<file path="config.mk">
export PLATFORM = sky130hd
export DESIGN_NAME = hpx_sqrt_cell
export DESIGN_NICKNAME = d
export VERILOG_FILES = /design/src/rtl/core/hpx_pkg.sv /design/src/rtl/core/hpx_sqrt_cell.sv
export SDC_FILE = /design/constraint.sdc
export NUM_CORES = 1
export LEC_CHECK = 0
export ABC_AREA = 1
export BUFFER_PORTS_ARGS = -buffer_cell sky130_fd_sc_hd__buf_2
export CAP_MARGIN = 20
export CORE_ASPECT_RATIO = 0.75
export CORE_MARGIN = 2
export CORE_UTILIZATION = 50
export DETAILED_ROUTE_END_ITERATION = 16
export PLACE_DENSITY = 0.83
export SLEW_MARGIN = 20
export SYNTH_ARGS = -nofsm -noshare
export SYNTH_HDL_FRONTEND = slang
export SYNTH_SLANG_ARGS = --single-unit
</file>
<file path="constraint.sdc">
create_clock -name clk -period 3.9 [get_ports clk]
set_clock_uncertainty 0.15 [all_clocks]
set_input_delay 0.585 -clock clk [delete_from_list [all_inputs] [get_ports clk]]
set_output_delay 0.585 -clock clk [all_outputs]
set_load 0.01 [all_outputs]
</file>
<file path="src/rtl/core/hpx_pkg.sv">
// Shared types, constants and the arctangent table of the HEALPix ring pixel pipeline.
package hpx_pkg;

  // Number of rotation cells and of square root cells.
  localparam int CORDIC_STEPS = 30;
  localparam int ROOT_STEPS   = 30;

  // Rotation word: signed Q30 with headroom.
  typedef logic signed [32:0] cw_t;
  // Square root word: radicand and partial root.
  typedef logic [59:0] rw_t;
  // Small signed integers of the pixel arithmetic.
  typedef logic signed [31:0] pint_t;

  // Fixed Q30 constants.
  localparam logic signed [35:0] PI_Q      = 36'sd3373259426;
  localparam logic signed [35:0] HALFPI_Q  = 36'sd1686629713;
  localparam logic signed [35:0] TWOPI_Q   = 36'sd6746518852;
  localparam logic signed [35:0] QONE_Q    = 36'sd1073741824;
  localparam logic signed [35:0] QHALF_Q   = 36'sd536870912;
  localparam logic [29:0]        INV_HPI_Q = 30'd683565275;
  localparam cw_t                TWOTHIRDS = 33'sd715827883;
  localparam cw_t                CORDIC_K  = 33'sd652032874;

  // floor(atan(2^-i) * 2^30).
  localparam cw_t ATAN_TAB [CORDIC_STEPS] = '{
    33'sd843314856, 33'sd497837829, 33'sd263043836, 33'sd133525158, 33'sd67021686,
    33'sd33543515, 33'sd16775850, 33'sd8388437, 33'sd4194282, 33'sd2097149,
    33'sd1048575, 33'sd524287, 33'sd262143, 33'sd131071, 33'sd65535,
    33'sd32767, 33'sd16383, 33'sd8191, 33'sd4095, 33'sd2047,
    33'sd1023, 33'sd511, 33'sd255, 33'sd127, 33'sd63,
    33'sd31, 33'sd15, 33'sd7, 33'sd3, 33'sd1
  };

  // Side data that rides along the rotation cells.
  typedef struct packed {
    logic        ok;
    logic        neg;
    logic [32:0] ph;
  } cside_t;

  // Side data that rides along the square root cells.
  typedef struct packed {
    logic        ok;
    logic        eq;
    cw_t         zv;
    logic [31:0] tt;
  } rside_t;

endpackage

</file>
<file path="src/rtl/core/hpx_sqrt_cell.sv">
// One restoring square root cell: settles one root bit and registers the result.
module hpx_sqrt_cell
  import hpx_pkg::*;
#(
  parameter int STEP = 0
) (
  input  logic   clk,
  input  logic   rst_n,
  input  logic   in_live,
  input  rw_t    in_v,
  input  rw_t    in_r,
  input  rside_t in_side,
  output logic   out_live_r,
  output rw_t    out_v_r,
  output rw_t    out_r_r,
  output rside_t out_side_r
);

  localparam rw_t BIT = rw_t'(1) << (58 - 2 * STEP);

  rw_t trial;
  rw_t v_nxt;
  rw_t r_nxt;

  // Subtract the trial value when it fits and set the matching root bit.
  always_comb begin
    trial = in_r + BIT;
    if (in_v >= trial) begin
      v_nxt = in_v - trial;
      r_nxt = (in_r >> 1) + BIT;
    end else begin
      v_nxt = in_v;
      r_nxt = in_r >> 1;
    end
  end

  always_ff @(posedge clk) begin
    if (!rst_n) begin
      out_live_r <= 1'b0;
    end else begin
      out_live_r <= in_live;
    end
  end

  always_ff @(posedge clk) begin
    out_v_r    <= v_nxt;
    out_r_r    <= r_nxt;
    out_side_r <= in_side;
  end

endmodule

</file>
==> impl_metrics.json <==
{
  "hold_path_end": "out_side_r[43]",
  "viasPerCell": 4.88,
  "seq_power_share_pct": 39.5,
  "dominantRegCellSynth": "dfxtp_1",
  "yosysUniqueCellTypes": 37,
  "dieWidth_um": 171,
  "die_h_um": 129,
  "use_met1_pct": 49.5,
  "drcViolationCount": 0,
  "power.internal_mw": 3.67,
  "syn_inst": 1636,
  "core_um2": 20400,
  "cp_cell_sequence": "buf_2 > inv_1 > ha_1 > fa_1 > inv_1 > nand2_1 > nand2_1 > nand4_1 > nand3_1 > nand2_1 > nand2_1 > nand2_4 > nand3_4 > buf_4 > nand2_1 > o21ai_1",
  "grt_pass1_wl_mm": 55.0,
  "p_clk_share_pct": 32.5,
  "rsz0062_at_grt": "false",
  "synthToLayoutAreaGrowth_pct": 26.5,
  "yosysMostFrequentCell": "nand2_1",
  "path_max_fanout": 22,
  "crit_path_top_delay_cell": "fa_1",
  "cts_sinks": 188,
  "gr-usage-all-layers_pct": 32.6,
  "firstDrtPassIters": 8,
  "ant_nets": 0,
  "syn_nets": 1887,
  "drtIter0Drc": 1074,
  "grt-busiest-layer": "met1",
  "antenna_found_initial": 0,
  "synth-edff-count": 0,
  "whs_path_depth": 1,
  "place_ws_ps": 452,
  "hp-class": "input port to flop",
  "io_buffers": 377,
  "power.leakage_nw": 8.17,
  "cp_common_cell": "nand2_1",
  "status": "complete, no violations",
  "cts_buffer_depth": 2,
  "synthesis.area_um2": 10500,
  "crit_arrival_ps": 3300,
  "cts-htree-levels": 4,
  "cts_hold_buf": 0,
  "hp-start": "in_side[43]",
  "maxCapViolations": 0,
  "overflow": 0,
  "clk_pin_slew_ps": 70,
  "cp-end-kind": "flop",
  "vias": 11300,
  "synth_seq_area_share_pct": 35.9,
  "syn_area_per_cell_um2": 6.41,
  "fmaxAchievable_mhz": 325,
  "synth_top_area_share_pct": 35.9,
  "globalplace.congestion": 0.970,
  "drt_wl_total_mm": 37.0,
  "tns_ps": 0,
  "setup_viol": 0,
  "clock_tree.root_cell": "clkbuf_16",
  "cp_num_buf_inv": 4,
  "crit_family": "simple AND/OR/NAND/NOR gates",
  "antenna_cells": 0,
  "fin_nets": 2273,
  "avgRoutedWirePerCell_um": 16.0,
  "ys_top_cells_by_count": "609 x nand2_1, 384 x inv_1, 188 x dfxtp_1, 99 x nor2_1, 69 x nand3_1",
  "fp-row-count": 45,
  "cts_made_buffers": 17,
  "crit_type": "input port to flop",
  "grt_pass1_vias": 10100,
  "p_sw_mw": 1.84,
  "hold_viol": 0,
  "cp.required_ps": 4120,
  "worst_pin_slew_ps": 498,
  "slew_headroom_pct": 66.7,
  "hold_ws_ps": 86.2,
  "io_pins": 378,
  "pwr_density_cell_nw_per_um2": 416,
  "synth_top_area_cell": "dfxtp_1",
  "ys_ff_latch": 188,
  "drv_slew": 0,
  "combPwrFrac_pct": 28.1,
  "initial_core_util_pct": 51.5,
  "peakVddDrop_v": 0.000381,
  "cts_tree": "yes",
  "slowest_delay_ps": 420,
  "setup_slack_ps": 820,
  "grt_use_met3_pct": 6.93,
  "synth.area.top_cells": "dfxtp_1 36%, nand2_1 22%, inv_1 14%",
  "layout-drive-gt1-share_pct": 21.7,
  "ys_async_sr_fraction_pct": 0,
  "final_util_pct": 65.1,
  "cts_setup_buffers": 0,
  "ys.warnings.count": 0,
  "cts-resized-gates": 0,
  "fin_crit_sh_pct": 79.0,
  "grt_use_met2_pct": 47.5,
  "swShare_pct": 33.5,
  "start_kind": "input port",
  "grt_start_max_net_pins": 45,
  "finalPower_mw": 5.52,
  "hpwlAfterDp_mm": 30.9,
  "fp.dieArea_um2": 22200,
  "min_period_ps": 3080
}
## registers in the layout (all words and copies together), names as in the netlist
| register | flops |
|---|---|
| out_v_r | 60 |
| out_live_r | 1 |
| out_r_r | 60 |
| out_side_r | 67 |
## worst max path at each step
stage                     slack [ps]     from     endpoint  cells past startpoint
after floorplan                 1290  in_v[0]  out_v_r[49]                     16
after global placement           550  in_v[0]   out_v_r[5]                     16
after detailed placement         450  in_v[0]   out_v_r[5]                     16
after CTS                        890  in_v[0]  out_v_r[48]                     16
after global routing             640  in_v[0]  out_v_r[48]                     16
final                            820  in_v[0]  out_v_r[48]                     16
## per-stage QoR
stage | instances | instance area, µm²
2_1_floorplan | 1636 | 10500
3_3_place_gp | 2285 | 12700
3_5_place_dp | 2285 | 12700
4_1_cts | 2317 | 13300
5_1_grt | 2317 | 13300
6_report | 2317 | 13300
## cell type report
class	instances	area (µm²)
inverter	386	1450
fill	1892	7110
clock inverter	12	150
sequential	188	3760
multi-input combinational	1048	5160
tap	282	353
timing repair buffer	381	1940
clock buffer	20	457
## layout by cell type, fill, tap and decap left out, types with 10 or more instances in the layout
master,netlist,routed
buf_2,4,377
o21ai_1,42,42
ha_1,60,60
dfxtp_1,188,188
nand3_1,69,69
nor2_1,99,99
xor2_1,29,29
clkbuf_16,0,17
a21oi_1,45,45
inv_1,384,384
nand3_2,10,10
nand2_1,609,609
nand4_1,35,35
## power groups by stage
| stage | clock network (mW) | logic [mW] | registers [mW] |
|---|---|---|---|
| 2_1_floorplan | 0 | 0.810 | 2.33 |
| 3_3_place_gp | 0 | 1.49 | 2.21 |
| 3_5_place_dp | 0 | 1.51 | 2.22 |
| 4_1_cts | 1.81 | 1.52 | 2.18 |
| 5_1_grt | 1.90 | 1.70 | 2.19 |
| 6_report | 1.79 | 1.55 | 2.18 |
## cell families after synthesis
| group | after synthesis | share of synthesized area, % |
|---|---|---|
| simple gates | 856 | 34.2 |
| flops | 188 | 35.9 |
| fa+ha+maj | 61 | 7.35 |
| compound gates | 100 | 5.02 |
| buf+inv | 400 | 14.9 |
| xor+xnor | 31 | 2.59 |
## per-layer routing
metal | vias up | wire length (µm)
li1 | 5663 | -
met5 | - | 0
met2 | 466 | 15500
met1 | 5136 | 17800
met4 | 0 | 415
met3 | 31 | 3240
No activity file was read; power rests on OpenSTA's default activity.
