[config.mk]
export PLATFORM = sky130hd
export DESIGN_NAME = hpx_cordic_cell
export DESIGN_NICKNAME = d
export VERILOG_FILES = /design/src/rtl/core/hpx_pkg.sv /design/src/rtl/core/hpx_cordic_cell.sv
export SDC_FILE = /design/constraint.sdc
export NUM_CORES = 1
export LEC_CHECK = 0
export BUFFER_PORTS_ARGS = -buffer_cell sky130_fd_sc_hd__clkbuf_2
export CELL_PAD_IN_SITES_DETAIL_PLACEMENT = 1
export CELL_PAD_IN_SITES_GLOBAL_PLACEMENT = 1
export CORE_ASPECT_RATIO = 1.4
export CORE_UTILIZATION = 39
export CTS_CLUSTER_SIZE = 20
export DETAILED_ROUTE_END_ITERATION = 16
export GPL_ROUTABILITY_DRIVEN = 0
export HOLD_SLACK_MARGIN = 0.08
export PLACE_DENSITY = 0.84
export SLEW_MARGIN = 15
export SYNTH_ARGS = -nofsm -noshare
export SYNTH_HDL_FRONTEND = slang
export SYNTH_SLANG_ARGS = --single-unit
[constraint.sdc]
create_clock -name clk -period 5.35 [get_ports clk]
set_clock_uncertainty 0.05 [all_clocks]
set_input_delay 0.535 -clock clk [delete_from_list [all_inputs] [get_ports clk]]
set_output_delay 0.535 -clock clk [all_outputs]
set_load 0.01 [all_outputs]
[src/rtl/core/hpx_pkg.sv]
// Shared types, constants and the arctangent table of the HEALPix ring pixel pipeline.
package hpx_pkg;

  // Number of rotation cells and of square root cells.
  localparam int CORDIC_STEPS = 30;
  localparam int ROOT_STEPS   = 30;

  // Rotation word: signed Q30 with headroom.
  typedef logic signed [32:0] cw_t;
  // Square root word: radicand and partial root.
  typedef logic [59:0] rw_t;
  // Small signed integers of the pixel arithmetic.
  typedef logic signed [31:0] pint_t;

  // Fixed Q30 constants.
  localparam logic signed [35:0] PI_Q      = 36'sd3373259426;
  localparam logic signed [35:0] HALFPI_Q  = 36'sd1686629713;
  localparam logic signed [35:0] TWOPI_Q   = 36'sd6746518852;
  localparam logic signed [35:0] QONE_Q    = 36'sd1073741824;
  localparam logic signed [35:0] QHALF_Q   = 36'sd536870912;
  localparam logic [29:0]        INV_HPI_Q = 30'd683565275;
  localparam cw_t                TWOTHIRDS = 33'sd715827883;
  localparam cw_t                CORDIC_K  = 33'sd652032874;

  // floor(atan(2^-i) * 2^30).
  localparam cw_t ATAN_TAB [CORDIC_STEPS] = '{
    33'sd843314856, 33'sd497837829, 33'sd263043836, 33'sd133525158, 33'sd67021686,
    33'sd33543515, 33'sd16775850, 33'sd8388437, 33'sd4194282, 33'sd2097149,
    33'sd1048575, 33'sd524287, 33'sd262143, 33'sd131071, 33'sd65535,
    33'sd32767, 33'sd16383, 33'sd8191, 33'sd4095, 33'sd2047,
    33'sd1023, 33'sd511, 33'sd255, 33'sd127, 33'sd63,
    33'sd31, 33'sd15, 33'sd7, 33'sd3, 33'sd1
  };

  // Side data that rides along the rotation cells.
  typedef struct packed {
    logic        ok;
    logic        neg;
    logic [32:0] ph;
  } cside_t;

  // Side data that rides along the square root cells.
  typedef struct packed {
    logic        ok;
    logic        eq;
    cw_t         zv;
    logic [31:0] tt;
  } rside_t;

endpackage

[src/rtl/core/hpx_cordic_cell.sv]
// One rotation-mode CORDIC cell: a single micro-rotation followed by a register.
module hpx_cordic_cell
  import hpx_pkg::*;
#(
  parameter int STEP = 0
) (
  input  logic   clk,
  input  logic   rst_n,
  input  logic   in_live,
  input  cw_t    in_x,
  input  cw_t    in_y,
  input  cw_t    in_z,
  input  cside_t in_side,
  output logic   out_live_r,
  output cw_t    out_x_r,
  output cw_t    out_y_r,
  output cw_t    out_z_r,
  output cside_t out_side_r
);

  cw_t x_nxt;
  cw_t y_nxt;
  cw_t z_nxt;

  // Rotate toward zero residual angle; shifts round toward minus infinity.
  always_comb begin
    if (!in_z[32]) begin
      x_nxt = in_x - (in_y >>> STEP);
      y_nxt = in_y + (in_x >>> STEP);
      z_nxt = in_z - ATAN_TAB[STEP];
    end else begin
      x_nxt = in_x + (in_y >>> STEP);
      y_nxt = in_y - (in_x >>> STEP);
      z_nxt = in_z + ATAN_TAB[STEP];
    end
  end

  // Occupancy flag is reset; the data words are not.
  always_ff @(posedge clk) begin
    if (!rst_n) begin
      out_live_r <= 1'b0;
    end else begin
      out_live_r <= in_live;
    end
  end

  always_ff @(posedge clk) begin
    out_x_r    <= x_nxt;
    out_y_r    <= y_nxt;
    out_z_r    <= z_nxt;
    out_side_r <= in_side;
  end

endmodule

==> flow_summary.toml, run 1 <==
[placement]
hpwl_mm = 28.27
portBuffers = 271

[detailed_routing]
dr.pass1.iters = 5
avgViaCountPerCell = 5.679
ant_nets = 0
drc = 0
vias = 9842
first_iter_violations = 437
wl_per_cell_um = 20.66
drt-total-wl_mm = 35.81

[floorplanning]
ios = 272
die_area_mm2 = 0.02551
initial_core_util_pct = 40.16
dieWidth_um = 135.3
core_region_area_mm2 = 0.02414
rows = 67
die-height_um = 188.6

[job]
maxCapViolations = 0

[final_layout]
final_core_util_pct = 49.10
n_antenna_cell = 0
nFillCells = 2980
drive_above_1_share_pct = 23.47
multi_input_area_mm2 = 0.006409
seqCellArea_mm2 = 0.002683
syn_to_final_growth_pct = 22.26
fin_nets = 1683

[critical_path]
worst_setup_path_end_kind = "flip-flop"
crit_type = "in -> reg"
worstPathMaxFanout = 52
cp.arrival_ns = 4.02
crit_required_ns = 5.63
critPathLaunchType = "primary input"

[timing]
min_period_ns = 3.735
hold_violations = 0
slew_violations = 0
setup_viol_count_final = 0
slew_headroom_pct = 48.04
fin_setup_tns_ns = 0
tightestPinTransition_ns = 0.7709
grt_setup_unrepaired = "no"
max_freq_mhz = 267.7
min_period_over_period_pct = 69.82

[synthesis]
ys.flop_type = "dfxtp_1"
synthCells = 1165
yosys_warnings = 0
synthesis.area_mm2 = 0.009697
syn_nets = 1438
synth_seq_cells = 134
yosysUniqueCellTypes = 76
avgSynthCellArea_um2 = 8.323
yosysSeqAreaShare_pct = 27.66
async_reset_ff_share_pct = 0
synth_edf_count = 0

[pwr]
max-vdd-ir-drop_mv = 0.2411
intPower_mw = 2.339
p_leak_nw = 5.862
combPwrFrac_pct = 33.7
switching_share_pct = 37.29
seq_power_share_pct = 33.6
cellPowerDensity_mw_per_mm2 = 314.6
p_sw_mw = 1.391
clkPwrFrac_pct = 32.6

[clock_network]
tritoncts = "done"
cts_root_buf = "clkbuf_16"
clk_path_buf_depth = 2
h-tree-depth = 4
post_cts_resize_count = 0
holdBufCountCts = 0
postCtsSetupRepairBufs = 0
cts_buffers = 17
clk_pin_slew_ns = 0.07
cts.sinks = 134

[global_routing]
grt_pass1_vias = 10270
antenna_found_initial = 0
groute.usage.overall_pct = 27.92
overflow = 0
grt_max_degree = 53
grt_pass1_wl_mm = 54.73

[run_status]
outcome = "finished clean"

[hold_path]
hold_class = "in -> reg"
## flip-flops by register name, summed over array words and instances, names as in the netlist
register and count:
out_side_r 35, out_y_r 33, out_z_r 33, out_x_r 32
out_live_r 1
## power by group through the flow
stage,clock network [mW],logic (mW),registers [mW]
2_1_floorplan,0,0.658,1.35
3_3_place_gp,0,1.20,1.27
3_5_place_dp,0,1.23,1.27
4_1_cts,1.24,1.25,1.25
5_1_grt,1.28,1.35,1.27
6_report,1.22,1.26,1.25
## critical path, cell delays in order
cell,delay [ns]
buf_2,0.13
buf_4,0.49
ha_1,0.34
o21ai_0,0.12
o211ai_1,0.28
a31oi_1,0.25
o311ai_0,0.63
nand3b_1,0.19
a31oi_1,0.34
nand3_1,0.14
a31oi_1,0.34
a21o_1,0.17
a21oi_1,0.06
## layout make-up
class / count / area share (%)
multi-input cells: 876 / 54.06
flip-flops and latches: 134 / 22.63
repair buffers: 274 / 11.63
clock buffers: 17 / 3.588
inverters: 107 / 3.388
well taps: 310 / 3.272
clock inverters: 15 / 1.435
## cells in the final DEF, fill, tap and decap left out, types with 4 or more instances in the layout
| cell | Yosys | routed |
|---|---|---|
| nand2_1 | 54 | 54 |
| nor3_1 | 22 | 22 |
| clkinv_1 | 4 | 4 |
| or3_1 | 8 | 8 |
| inv_8 | 0 | 5 |
| o21ai_0 | 53 | 53 |
| a31o_2 | 4 | 4 |
| a31oi_1 | 6 | 6 |
| and2_1 | 6 | 6 |
| o211ai_1 | 11 | 11 |
| dfxtp_1 | 134 | 134 |
| o21a_1 | 13 | 13 |
| or4_1 | 6 | 6 |
| o311a_1 | 5 | 5 |
| ha_1 | 132 | 132 |
| a21oi_1 | 132 | 132 |
| a211oi_1 | 13 | 13 |
| o21bai_1 | 23 | 23 |
| fa_1 | 4 | 4 |
| clkbuf_2 | 0 | 270 |
| inv_6 | 0 | 5 |
| nand3_1 | 12 | 12 |
| nand2b_1 | 11 | 11 |
| nor4_1 | 9 | 9 |
| nor2_1 | 97 | 97 |
| nor2b_1 | 12 | 12 |
| o31ai_1 | 9 | 9 |
| nand4_1 | 12 | 12 |
| inv_1 | 103 | 102 |
| xor2_1 | 17 | 17 |
| mux2i_1 | 18 | 18 |
| or2_2 | 6 | 6 |
| and4_1 | 4 | 4 |
| clkbuf_16 | 0 | 17 |
| o31a_1 | 4 | 4 |
| and3_1 | 6 | 6 |
| xnor2_1 | 69 | 69 |
| a21o_1 | 40 | 40 |
## metrics by stage
| step | cells | total power [mW] | hold slack (ns) | setup WS, ns | cell area [µm²] |
|---|---|---|---|---|---|
| finish | 1733 | 3.730 | 0.1357 | 1.615 | 11860 |
| global placement | 1701 | 2.469 | 0.5876 | 1.406 | 11260 |
| detailed placement | 1701 | 2.507 | 0.5893 | 1.287 | 11260 |
| floorplan | 1165 | 2.006 | 0.5127 | 1.193 | 9697 |
| CTS | 1733 | 3.744 | 0.1245 | 1.704 | 11860 |
| global route | 1733 | 3.905 | 0.1176 | 1.349 | 11860 |
## kinds of logic (layout without fill, tap and decap cells)
family | Yosys count | after routing | synth area share (%)
mux | 18 | 18 | 1.858
xor+xnor | 86 | 86 | 7.768
buf+inv | 155 | 413 | 6.245
simple gates | 277 | 277 | 14.15
compound gates | 359 | 359 | 24.45
fa+ha+maj | 136 | 136 | 17.86
flops | 134 | 134 | 27.66
## Yosys cell counts, drive strengths merged, types with 8 or more instances
library cell | count | area, µm²
a21oi | 132 | 660.6
nor4 | 10 | 77.57
ha | 132 | 1652
o211ai | 11 | 82.58
xor2 | 17 | 148.9
o21a | 14 | 112.6
clkbuf | 35 | 131.4
nor2b | 13 | 83.83
mux2i | 18 | 180.2
o21ai | 56 | 280.3
nor2 | 97 | 364.1
o31ai | 9 | 67.56
a21o | 40 | 300.3
o21bai | 23 | 172.7
or2 | 8 | 52.56
xnor2 | 69 | 604.3
inv | 103 | 386.6
a211oi | 14 | 110.1
dfxtp | 134 | 2683
nand2b | 11 | 68.82
nand2 | 54 | 202.7
nand3 | 12 | 60.06
or3 | 10 | 72.57
buf | 13 | 72.56
nand4 | 12 | 75.07
nor3 | 22 | 110.1
## metal layers
metal / track usage, % / share of wire [%] / vias up
li1: - / - / 4564
met1: 26.20 / 34 / 4698
met2: 54.28 / 54 / 454
met3: 5.085 / 5.7 / 126
met4: 17.42 / 5.8 / 0
met5: 0 / 0 / -
## path summary, 6_finish.rpt
| check | slack [ns] | cells past startpoint | from | endpoint |
|---|---|---|---|---|
| worst min-delay path | 0.14 | 1 | in_side[5] | out_side_r[5]$_DFF_P_ |
| worst max-delay path | 1.61 | 13 | in_z[32] | out_z_r[32]$_DFF_P_ |
No activity file was read; power rests on OpenSTA's default activity.
==> run 2, diff against run 1 <==
- CORE_UTILIZATION: 39 -> 35
- PLACE_DENSITY: 0.84 -> 0.79
- clock period: 5.35 -> 3 ns (I/O delays scaled with it)
==> flow_summary.toml, run 2 (synthesized netlist as in run 1, its figures left out) <==
[run_status]
outcome = "finished clean"

[critical_path]
worstPathMaxFanout = 13
critPathLaunchType = "primary input"
crit_required_ns = 3.29
crit_type = "in -> reg"
cp.arrival_ns = 3.23
worst_setup_path_end_kind = "flip-flop"

[detailed_routing]
drt-total-wl_mm = 44.26
drc = 0
wl_per_cell_um = 21.50
avgViaCountPerCell = 5.408
vias = 11140
first_iter_violations = 479
ant_nets = 0
dr.pass1.iters = 5

[floorplanning]
ios = 272
initial_core_util_pct = 35.91
die_area_mm2 = 0.02838
rows = 71
dieWidth_um = 142.7
die-height_um = 198.9
core_region_area_mm2 = 0.02701

[final_layout]
multi_input_area_mm2 = 0.006505
layout_common_cells = "clkbuf_2, buf_4, dfxtp_1, a21oi_1, ha_1"
fin_nets = 1952
syn_to_final_growth_pct = 45.78
drive_above_1_share_pct = 34.22
seqCellArea_mm2 = 0.002683
regMostFlops = "out_side_r"
final_common_cell = "clkbuf_2"
largest_reg_flops = 35
largestRegisters = "out_side_r: 35 flops, out_y_r: 33 flops, out_z_r: 33 flops"
nFillCells = 3432

[global_routing]
grt_pass1_vias = 12140
groute.usage.overall_pct = 31.42
met3_usage_pct = 8.835
grt_max_degree = 76
overflow = 0
grt_pass1_wl_mm = 66.76
grt-busiest-layer = "met2"
met1_usage_pct = 28.37
grtUsageMet2_pct = 58.32
antenna_found_initial = 2

[placement]
hpwl_mm = 32.48
pre_cts_ws_ns = -0.4741
portBuffers = 271

[timing]
min_period_ns = 2.940
tightestPinTransition_ns = 0.8696
max_freq_mhz = 340.2
setup_viol_count_final = 0
timing.hold.ws_ns = 0.09059
slew_violations = 0
slew_headroom_pct = 42.03
hold_violations = 0
fin_setup_tns_ns = 0
setup_ws_ns = 0.06015
min_period_over_period_pct = 98.00

[clock_network]
clk_pin_slew_ns = 0.07
h-tree-depth = 4
cts.sinks = 134
cts_root_buf = "clkbuf_16"
cts_buffers = 17
clk_path_buf_depth = 2
tritoncts = "done"

[job]
maxCapViolations = 0

[hold_path]
hold_class = "in -> reg"

[pwr]
p_leak_nw = 7.136
total_power_mw = 7.150
cellPowerDensity_mw_per_mm2 = 505.8
max-vdd-ir-drop_mv = 0.3923
==> run 2: layout make-up <==
type | instances | share of cell area, %
multi-input combinational | 876 | 46.02
clock inverter | 15 | 0.9471
antenna | 2 | 0.03540
clock buffer | 17 | 3.009
timing repair buffer | 543 | 24.92
inverter | 107 | 2.859
tap | 365 | 3.231
sequential | 134 | 18.98
==> run 2: routing by layer <==
metal	routed length [µm]	vias to the layer above
li1	-	5113
met1	14930	5346
met2	22980	486
met3	2981	191
met4	3367	0
met5	0	-
==> run 2: critical path, stage by stage <==
cell and delay [ns]:
buf_2 0.14, buf_12 0.16, ha_1 0.31, and4_1 0.25
and2_1 0.19, a221oi_2 0.22, o311a_1 0.28, o21ai_1 0.10
or4_1 0.44, and3_1 0.17, o21a_1 0.22, o41ai_4 0.29
xnor2_1 0.16
==> run 2: worst paths after layout <==
kind	from	end	slack, ns	cells past startpoint
worst max-delay path	in_z[32]	out_z_r[31]$_DFF_P_	0.06	13
worst min-delay path	in_y[0]	out_y_r[0]$_DFF_P_	0.09	3
==> run 2: report_power, final <==
group | switching (mW) | internal, mW | leakage, nW
Sequential | 0.142 | 2.11 | 1.13
Combinational | 1.57 | 1.23 | 5.73
Clock | 1.01 | 1.09 | 0.270
==> run 2: through the flow <==
step                      utilization, %  instance area [µm²]  cells
after floorplan                        -                 9768   1165
after global placement             48.45                13090   1982
after detailed placement           48.45                13090   1982
after CTS                          52.07                14060   2054
after global routing               52.34                14140   2059
final                              52.34                14140   2059
==> run 2: repair_timing <==
action	4_1_cts	5_1_grt
hold buffers	40	0
buffers inserted	0	3
endpoints found under the setup margin	2	14
pin swaps	0	7
resized for setup	3	14
hold endpoints to repair	39	0
